## config.mk

```make
export PLATFORM = sky130hd
export DESIGN_NAME = encoder_step_accelerator_top
export DESIGN_NICKNAME = d
export VERILOG_FILES = /design/src/design/esa_pkg.sv /design/src/design/encoder_step_accelerator_top.sv /design/src/design/esa_ctrl.sv /design/src/design/esa_datapath.sv
export SDC_FILE = /design/constraint.sdc
export NUM_CORES = 1
export LEC_CHECK = 0
export ABC_CLOCK_PERIOD_IN_PS = 14520
export BUFFER_PORTS_ARGS = -buffer_cell sky130_fd_sc_hd__buf_4
export CORE_AREA = 2 2 232 234
export DETAILED_ROUTE_END_ITERATION = 8
export DIE_AREA = 0 0 234 236
export GPL_ROUTABILITY_DRIVEN = 0
export PLACE_DENSITY = 0.8
export SETUP_SLACK_MARGIN = 0.4
export SLEW_MARGIN = 20
export SYNTH_ARGS = -nofsm -noshare
export SYNTH_HDL_FRONTEND = slang
export SYNTH_HIERARCHICAL = 1
export SYNTH_SLANG_ARGS = --single-unit
```

## constraint.sdc

```tcl
create_clock -name clk -period 14.52 [get_ports clk]
set_clock_uncertainty 0.05 [all_clocks]
set_input_delay 2.904 -clock clk [delete_from_list [all_inputs] [get_ports clk]]
set_output_delay 2.904 -clock clk [all_outputs]
set_load 0.01 [all_outputs]
```

## src/design/esa_pkg.sv

```systemverilog
package esa_pkg;

  localparam int unsigned CFG_INDEX_W = 2;
  localparam int unsigned CFG_DATA_W  = 17;

  localparam logic [CFG_INDEX_W-1:0] REG_MAX_CHANGE  = 2'd0;
  localparam logic [CFG_INDEX_W-1:0] REG_MODULUS     = 2'd1;
  localparam logic [CFG_INDEX_W-1:0] REG_ACCEL_SCALE = 2'd2;
  localparam logic [CFG_INDEX_W-1:0] REG_DECAY_START = 2'd3;

  localparam logic [14:0] MAX_CHANGE_RST  = 15'd32767;
  localparam logic [16:0] MODULUS_RST     = 17'd65536;
  localparam logic [7:0]  ACCEL_SCALE_RST = 8'd8;
  localparam logic [15:0] DECAY_START_RST = 16'd10;

  localparam logic [15:0] ACCEL_MAX = 16'd32767;

  localparam logic OP_SAMPLE = 1'b0;
  localparam logic OP_APPLY  = 1'b1;

  // restoring divide of a 31-bit magnitude, one quotient bit per step
  localparam int unsigned DIV_STEPS = 31;
  localparam int unsigned DIV_CNT_W = $clog2(DIV_STEPS);

  localparam int unsigned IN_DATA_W  = 40;
  localparam int unsigned OUT_DATA_W = 40;

  typedef struct packed {
    logic load;
    logic calc;
    logic div_step;
    logic commit;
  } cmd_t;

  typedef struct packed {
    logic need_div;
  } sts_t;

endpackage

```

## src/design/encoder_step_accelerator_top.sv

```systemverilog
// Channel  Dir  Handshake          Payload
// s_*      in   s_tvalid/s_tready  tdata: counter_sample, current_value, max_value,
//                                  min_value; tuser: op
// m_*      out  m_tvalid/m_tready  tdata: steps_now, new_value; tuser: changed
// cfg_*    in   cfg_we             cfg_index selects register, cfg_data value
//
// A sample with an acceleration bonus is registered after its request is taken, passing
// through calc, a 31-step serial divide by acceleration_scale and commit; other requests go from calc to commit.
// One request is in work at a time; the next is taken the cycle after the result is
// registered.
// A stalled result holds the output register; the following request runs up to commit.
// rst is synchronous and restores register defaults and clears the control, tracking and pending-step state.
module encoder_step_accelerator_top (
  input  logic                             clk,
  input  logic                             rst,
  input  logic                             s_tvalid,
  output logic                             s_tready,
  // [15:0] counter_sample, [23:16] current_value, [31:24] max_value, [39:32] min_value
  input  logic [esa_pkg::IN_DATA_W-1:0]    s_tdata,
  // [0] op
  input  logic [0:0]                       s_tuser,
  output logic                             m_tvalid,
  input  logic                             m_tready,
  // [31:0] steps_now, [39:32] new_value
  output logic [esa_pkg::OUT_DATA_W-1:0]   m_tdata,
  // [0] changed
  output logic [0:0]                       m_tuser,
  input  logic                             cfg_we,
  input  logic [esa_pkg::CFG_INDEX_W-1:0]  cfg_index,
  input  logic [esa_pkg::CFG_DATA_W-1:0]   cfg_data
);

  esa_pkg::cmd_t cmd;
  esa_pkg::sts_t sts;
  logic [31:0]   steps_now;
  logic [7:0]    new_value;
  logic          changed;

  esa_ctrl u_ctrl (
    .clk      (clk),
    .rst      (rst),
    .s_tvalid (s_tvalid),
    .s_tready (s_tready),
    .m_tvalid (m_tvalid),
    .m_tready (m_tready),
    .sts      (sts),
    .cmd      (cmd)
  );

  esa_datapath u_datapath (
    .clk            (clk),
    .rst            (rst),
    .cfg_we         (cfg_we),
    .cfg_index      (cfg_index),
    .cfg_data       (cfg_data),
    .op             (s_tuser[0]),
    .counter_sample (s_tdata[15:0]),
    .current_value  (s_tdata[23:16]),
    .max_value      (s_tdata[31:24]),
    .min_value      (s_tdata[39:32]),
    .cmd            (cmd),
    .sts            (sts),
    .steps_now      (steps_now),
    .new_value      (new_value),
    .changed        (changed)
  );

  assign m_tdata = {new_value, steps_now};
  assign m_tuser = changed;

  a_reset_clear: assert property (@(posedge clk) rst |=> s_tready && !m_tvalid)
    else $error("not idle after reset");

  a_one_in_work: assert property (@(posedge clk) disable iff (rst)
    s_tvalid && s_tready |=> !s_tready)
    else $error("request taken while another is in work");

  a_changed_clears: assert property (@(posedge clk) disable iff (rst)
    m_tvalid && m_tuser[0] |-> m_tdata[31:0] == '0)
    else $error("apply left steps pending");

  a_ready_needs_free: assert property (@(posedge clk) disable iff (rst)
    m_tvalid && !m_tready |=> m_tvalid)
    else $error("result dropped");

endmodule

```

## src/design/esa_ctrl.sv

```systemverilog
module esa_ctrl (
  input  logic          clk,
  input  logic          rst,
  input  logic          s_tvalid,
  output logic          s_tready,
  output logic          m_tvalid,
  input  logic          m_tready,
  input  esa_pkg::sts_t sts,
  output esa_pkg::cmd_t cmd
);

  typedef enum logic [1:0] {
    S_IDLE,
    S_CALC,
    S_DIV,
    S_COMMIT
  } state_t;

  state_t                         state;
  logic [esa_pkg::DIV_CNT_W-1:0] count;
  logic                          out_free;

  assign out_free     = !m_tvalid || m_tready;
  assign s_tready     = (state == S_IDLE);
  assign cmd.load     = s_tready && s_tvalid;
  assign cmd.calc     = (state == S_CALC);
  assign cmd.div_step = (state == S_DIV);
  assign cmd.commit   = (state == S_COMMIT) && out_free;

  always_ff @(posedge clk) begin
    if (rst) begin
      state    <= S_IDLE;
      count    <= '0;
      m_tvalid <= 1'b0;
    end else begin
      if (cmd.commit) begin
        m_tvalid <= 1'b1;
      end else if (m_tready) begin
        m_tvalid <= 1'b0;
      end
      case (state)
        S_IDLE: begin
          if (s_tvalid) begin
            state <= S_CALC;
          end
        end
        S_CALC: begin
          count <= '0;
          state <= sts.need_div ? S_DIV : S_COMMIT;
        end
        S_DIV: begin
          count <= count + 1'b1;
          if (count == esa_pkg::DIV_CNT_W'(esa_pkg::DIV_STEPS - 1)) begin
            state <= S_COMMIT;
          end
        end
        S_COMMIT: begin
          if (out_free) begin
            state <= S_IDLE;
          end
        end
        default: state <= S_IDLE;
      endcase
    end
  end

endmodule

```

## src/design/esa_datapath.sv

```systemverilog
module esa_datapath (
  input  logic                              clk,
  input  logic                              rst,
  input  logic                              cfg_we,
  input  logic [esa_pkg::CFG_INDEX_W-1:0]   cfg_index,
  input  logic [esa_pkg::CFG_DATA_W-1:0]    cfg_data,
  input  logic                              op,
  input  logic [15:0]                       counter_sample,
  input  logic [7:0]                        current_value,
  input  logic [7:0]                        max_value,
  input  logic [7:0]                        min_value,
  input  esa_pkg::cmd_t                     cmd,
  output esa_pkg::sts_t                     sts,
  output logic [31:0]                       steps_now,
  output logic [7:0]                        new_value,
  output logic                              changed
);

  logic [14:0] max_change;
  logic [16:0] counter_modulus;
  logic [7:0]  acceleration_scale;
  logic [15:0] decay_start;

  logic [15:0] last_counter;
  logic [15:0] last_delta;
  logic [15:0] accel;
  logic [15:0] decay_left;
  logic [31:0] pending_steps;

  logic        op_r;
  logic [15:0] sample_r;
  logic [7:0]  cur_r;
  logic [7:0]  maxv_r;
  logic [7:0]  minv_r;

  logic [15:0] delta_r;
  logic        neg_r;
  logic        use_bonus_r;
  logic [30:0] dq;
  logic [7:0]  rem;

  // delta and wrap correction
  logic [15:0]        diff;
  logic signed [16:0] d0;
  logic signed [16:0] mc17;
  logic signed [17:0] mod18;
  logic signed [17:0] dcor;
  logic [15:0]        dnew;
  logic               same_dir;
  logic signed [32:0] prod;
  logic signed [32:0] prod_abs;

  assign diff  = sample_r - last_counter;
  assign d0    = $signed({diff[15], diff});
  assign mc17  = $signed({2'b00, max_change});
  assign mod18 = $signed({1'b0, counter_modulus});

  always_comb begin
    if (d0 > mc17) begin
      dcor = $signed({d0[16], d0}) - mod18;
    end else if (d0 < -mc17) begin
      dcor = $signed({d0[16], d0}) + mod18;
    end else begin
      dcor = $signed({d0[16], d0});
    end
  end

  assign dnew     = dcor[15:0];
  assign same_dir = (dnew[15] == last_delta[15]);
  assign prod     = $signed({{17{dnew[15]}}, dnew}) * $signed({17'd0, accel});
  assign prod_abs = prod[32] ? -prod : prod;

  assign sts.need_div = (op_r == esa_pkg::OP_SAMPLE) && (dnew != '0) && same_dir &&
                        (accel != '0) && (acceleration_scale != '0);

  // divider step
  logic [8:0] trial;
  logic [8:0] trial_sub;
  logic       ge;

  assign trial     = {rem, dq[30]};
  assign trial_sub = trial - {1'b0, acceleration_scale};
  assign ge        = (trial >= {1'b0, acceleration_scale});

  // commit
  logic [31:0]        quo32;
  logic [31:0]        bonus;
  logic [31:0]        pend_s;
  logic signed [33:0] sum34;
  logic [7:0]         clamp;

  assign quo32  = {1'b0, dq};
  assign bonus  = use_bonus_r ? (neg_r ? -quo32 : quo32) : '0;
  assign pend_s = pending_steps + {{16{delta_r[15]}}, delta_r} + bonus;
  assign sum34  = $signed({{2{pending_steps[31]}}, pending_steps}) +
                  $signed({26'd0, cur_r});

  always_comb begin
    if ($signed({26'd0, maxv_r}) < sum34) begin
      clamp = maxv_r;
    end else if ($signed({26'd0, minv_r}) > sum34) begin
      clamp = minv_r;
    end else begin
      clamp = sum34[7:0];
    end
  end

  always_ff @(posedge clk) begin
    if (rst) begin
      max_change         <= esa_pkg::MAX_CHANGE_RST;
      counter_modulus    <= esa_pkg::MODULUS_RST;
      acceleration_scale <= esa_pkg::ACCEL_SCALE_RST;
      decay_start        <= esa_pkg::DECAY_START_RST;
    end else if (cfg_we) begin
      case (cfg_index)
        esa_pkg::REG_MAX_CHANGE:  max_change         <= cfg_data[14:0];
        esa_pkg::REG_MODULUS:     counter_modulus    <= cfg_data[16:0];
        esa_pkg::REG_ACCEL_SCALE: acceleration_scale <= cfg_data[7:0];
        esa_pkg::REG_DECAY_START: decay_start        <= cfg_data[15:0];
        default: ;
      endcase
    end
  end

  always_ff @(posedge clk) begin
    if (cmd.load) begin
      op_r     <= op;
      sample_r <= counter_sample;
      cur_r    <= current_value;
      maxv_r   <= max_value;
      minv_r   <= min_value;
    end
    if (cmd.calc) begin
      delta_r     <= dnew;
      neg_r       <= dnew[15];
      use_bonus_r <= sts.need_div;
      dq          <= prod_abs[30:0];
      rem         <= '0;
    end else if (cmd.div_step) begin
      rem <= ge ? trial_sub[7:0] : trial[7:0];
      dq  <= {dq[29:0], ge};
    end
  end

  always_ff @(posedge clk) begin
    if (rst) begin
      last_counter  <= '0;
      last_delta    <= '0;
      accel         <= '0;
      decay_left    <= '0;
      pending_steps <= '0;
    end else if (cmd.commit) begin
      if (op_r == esa_pkg::OP_SAMPLE) begin
        if (delta_r != '0) begin
          pending_steps <= pend_s;
          if (delta_r[15] == last_delta[15]) begin
            if (accel < esa_pkg::ACCEL_MAX) begin
              accel <= accel + 1'b1;
            end
          end else begin
            accel <= '0;
          end
        end else if (decay_left != '0) begin
          decay_left <= decay_left - 1'b1;
        end else begin
          decay_left <= decay_start;
          if (accel != '0) begin
            accel <= accel - 1'b1;
          end
        end
        last_counter <= sample_r;
        last_delta   <= delta_r;
      end else if (pending_steps != '0) begin
        pending_steps <= '0;
      end
    end
  end

  always_ff @(posedge clk) begin
    if (cmd.commit) begin
      if (op_r == esa_pkg::OP_SAMPLE) begin
        steps_now <= (delta_r != '0) ? pend_s : pending_steps;
        new_value <= cur_r;
        changed   <= 1'b0;
      end else if (pending_steps != '0) begin
        steps_now <= '0;
        new_value <= clamp;
        changed   <= 1'b1;
      end else begin
        steps_now <= pending_steps;
        new_value <= cur_r;
        changed   <= 1'b0;
      end
    end
  end

endmodule
```

==> results.sh <==
export IMPL_status="completed"
export IMPL_max_freq_mhz=74.9
export IMPL_wl_per_cell_um=17.9
export IMPL_end_kind="flop"
export IMPL_nNetsFinal=3960
export IMPL_synth_top_area_share_pct=16.0
export IMPL_whs_endpoint="u_datapath/last_counter[4]$_SDFFE_PP0P_"
export IMPL_drc_errors=0
export IMPL_syn_inst=3365
export IMPL_rr_startpoint="u_datapath/sample_r[0]$_DFFE_PP_"
export IMPL_leakage_uw=0.0136
export IMPL_cts_resized=0
export IMPL_setup_violations_final=0
export IMPL_n_antenna_cell=0
export IMPL_synth_nets=3931
export IMPL_first_pass_iters=6
export IMPL_yosys_most_used_dff="dfxtp_1"
export IMPL_die_x_um=234
export IMPL_grtUsageMet3_pct=3.28
export IMPL_crit_arrival_ps=13580
export IMPL_root_buffer="clkbuf_16"
export IMPL_syn_to_final_growth_pct=8.78
export IMPL_yosysTopAreaCell="fa_1"
export IMPL_critPathMaxFanout=16
export IMPL_syn_cell_area_um2=28800
export IMPL_routed_via_count=24500
export IMPL_antenna_found_initial=0
export IMPL_maxCapViolCount=0
export IMPL_hold_buffers=0
export IMPL_drtIter0Drc=1929
export IMPL_ys_ff_latch=282
export IMPL_worst_hold_slack_ps=407
export IMPL_grt_use_total_pct=27.0
export IMPL_grt_pass1_wl_um=122000
export IMPL_multi_input_area_um2=19900
export IMPL_slew_headroom_pct=23.7
export IMPL_worstPathRequired_ps=14760
export IMPL_min_path_type="flop to flop"
export IMPL_powerDensity_nw_per_um2=173
export IMPL_path_delay_family="adder cells"
export IMPL_drive_gt1_share_pct=7.58
export IMPL_met2_usage_pct=45.3
export IMPL_reg_top3="u_datapath/pending_steps x32, u_datapath/steps_now x32, u_datapath/dq x31"
export IMPL_start_util_pct=54.3
export IMPL_clk_latency_ps=580
export IMPL_grt_setup_unrepaired="false"
export IMPL_coreArea_um2=53100
export IMPL_grt_pass1_vias=24000
export IMPL_fill_cells=4524
export IMPL_synth_async_reset_ratio_pct=0
export IMPL_post_cts_buffers=0
export IMPL_seqCellArea_um2=6950
export IMPL_layout_commonest_cell="nand2_1"
export IMPL_vdd_drop_max_mv=0.150
export IMPL_post_route_period_util_pct=91.9
export IMPL_routed_wl_um=73800
export IMPL_ios=108
export IMPL_final_antenna_net_count=0
export IMPL_port_buffers=106
export IMPL_ff2ff_setup_slack_ps=1180
export IMPL_path_clk_slew_ps=60
export IMPL_final_cell_mix="nand2_1, inv_1, ha_1"
export IMPL_min_from="u_datapath/last_counter[4]$_SDFFE_PP0P_"
export IMPL_synth_warnings=6
export IMPL_critPathMostFrequentCell="fa_1"
export IMPL_viasPerCell=5.94
export IMPL_post_synth_num_cell_types=83
export IMPL_tightest_slew_ps=1140
export IMPL_cts_buffer_depth=3
export IMPL_avgSynthCellArea_um2=8.57
export IMPL_worstSetupStartpointType="flop"
export IMPL_crit_buf_inv=8
export IMPL_grt_met1_usage_pct=35.9
export IMPL_rows=85
export IMPL_hpwlAfterDp_um=55700
export IMPL_critPathSlowestCell="fa_1"
export IMPL_cts_sinks=282
export IMPL_cts_buffers=31
export IMPL_cts_tree="built"
export IMPL_seq_area_frac_synth_pct=24.1
export IMPL_grt_overflow=0
export IMPL_busiest_layer="met2"
export IMPL_finalHoldViolCount=0
export IMPL_post_route_min_period_ps=13340
export IMPL_r2r_end="u_datapath/dq[30]$_DFFE_PP_"
export IMPL_dieArea_um2=55200
export IMPL_setup_tns_final_ps=0
export IMPL_grt_max_degree=85
export IMPL_path_class="flop to flop"
export IMPL_htree_levels=1
export IMPL_worstRegToRegCells=46
export IMPL_drv_slew=0
export IMPL_dieHeight_um=236
export IMPL_whs_path_depth=2
export IMPL_cp_slowest_stage_delay_ps=560
export IMPL_synth_area_top_cells="fa_1, edfxtp_1, ha_1"
export IMPL_synth_edff_count=130
==> metal layers <==
metal  part of all wire (%)  wire [um]  vias up
met5                      0          0        -
met4                    3.5       2570        0
met3                    7.5       5560      163
met2                     47      34600      964
met1                     42      31100    11800
li1                       -          -    11500
==> worst min-delay path: cells and delay by family (launching register included) <==
family           cells  cell delay, ps
AND/OR/NAND/NOR      1              50
flip-flops           1             310
AO/OA/AOI/OAI        1              50
==> cells by family after synthesis <==
group	Yosys count	share of synthesized area, %
compound gates	693	15.7
xor+xnor	155	4.73
mux	44	1.58
fa+ha+maj	502	27.8
simple gates	1150	19.1
flops	282	24.1
buf+inv	539	7.02
==> worst max path at each step <==
stage	from	to	slack, ps	depth (start not counted)
5_1_grt	u_datapath/sample_r[0]$_DFFE_PP_	u_datapath/dq[30]$_DFFE_PP_	530	46
3_3_place_gp	u_datapath/sample_r[0]$_DFFE_PP_	u_datapath/dq[30]$_DFFE_PP_	1490	46
2_1_floorplan	u_datapath/sample_r[0]$_DFFE_PP_	u_datapath/dq[30]$_DFFE_PP_	2900	47
3_5_place_dp	u_datapath/sample_r[0]$_DFFE_PP_	u_datapath/dq[30]$_DFFE_PP_	1300	46
6_report	u_datapath/sample_r[0]$_DFFE_PP_	u_datapath/dq[30]$_DFFE_PP_	1180	46
4_1_cts	u_datapath/sample_r[0]$_DFFE_PP_	u_datapath/dq[30]$_DFFE_PP_	1250	46
==> where the power goes <==
group	switching [uW]	total (uW)	leakage (uW)	internal [uW]
registers	144	1220	0.00245	1080
logic	2080	3380	0.0106	1300
clock network	345	828	0.000520	483
==> synth_stat cells, types with 13 or more instances <==
cell type,number
mux2i_1,31
clkbuf_1,150
o211ai_1,36
and3_1,27
nor4_1,21
mux2_2,13
or3_1,36
nor3_1,62
nand3_1,55
a22oi_1,14
a21oi_1,229
nand2b_1,31
o221ai_1,17
nor2b_1,27
xor2_1,44
nand4_1,20
nor2_1,224
edfxtp_1,130
fa_1,231
o31ai_1,24
a211oi_1,30
xnor2_1,110
and2_1,149
ha_1,270
a31oi_1,26
dfxtp_1,152
nand2_1,439
o21a_1,20
o21bai_1,20
inv_1,381
o21ai_0,113
a21o_1,45
==> through the flow <==
stage                     std cells  utilization, %  worst slack (ps)  total power, uW  area, um2
final                          4115            59.1              1180             5430      31400
after CTS                      4115            59.1              1250             5390      31400
after detailed placement       4057            57.1              1300             4530      30300
after floorplan                3365               -              2900             3650      28800
after global routing           4115            59.1               529             5870      31400
after global placement         4057            57.1              1490             4440      30300
==> cell type report <==
type	instances	share of cell area [%]
Tap cell	696	2.78
Multi-Input combinational cell	2544	63.4
Sequential cell	282	22.1
Clock inverter	16	0.499
Timing Repair Buffer	152	3.64
Clock buffer	42	2.94
Inverter	383	4.58
Power figures use the tool's default switching activity.
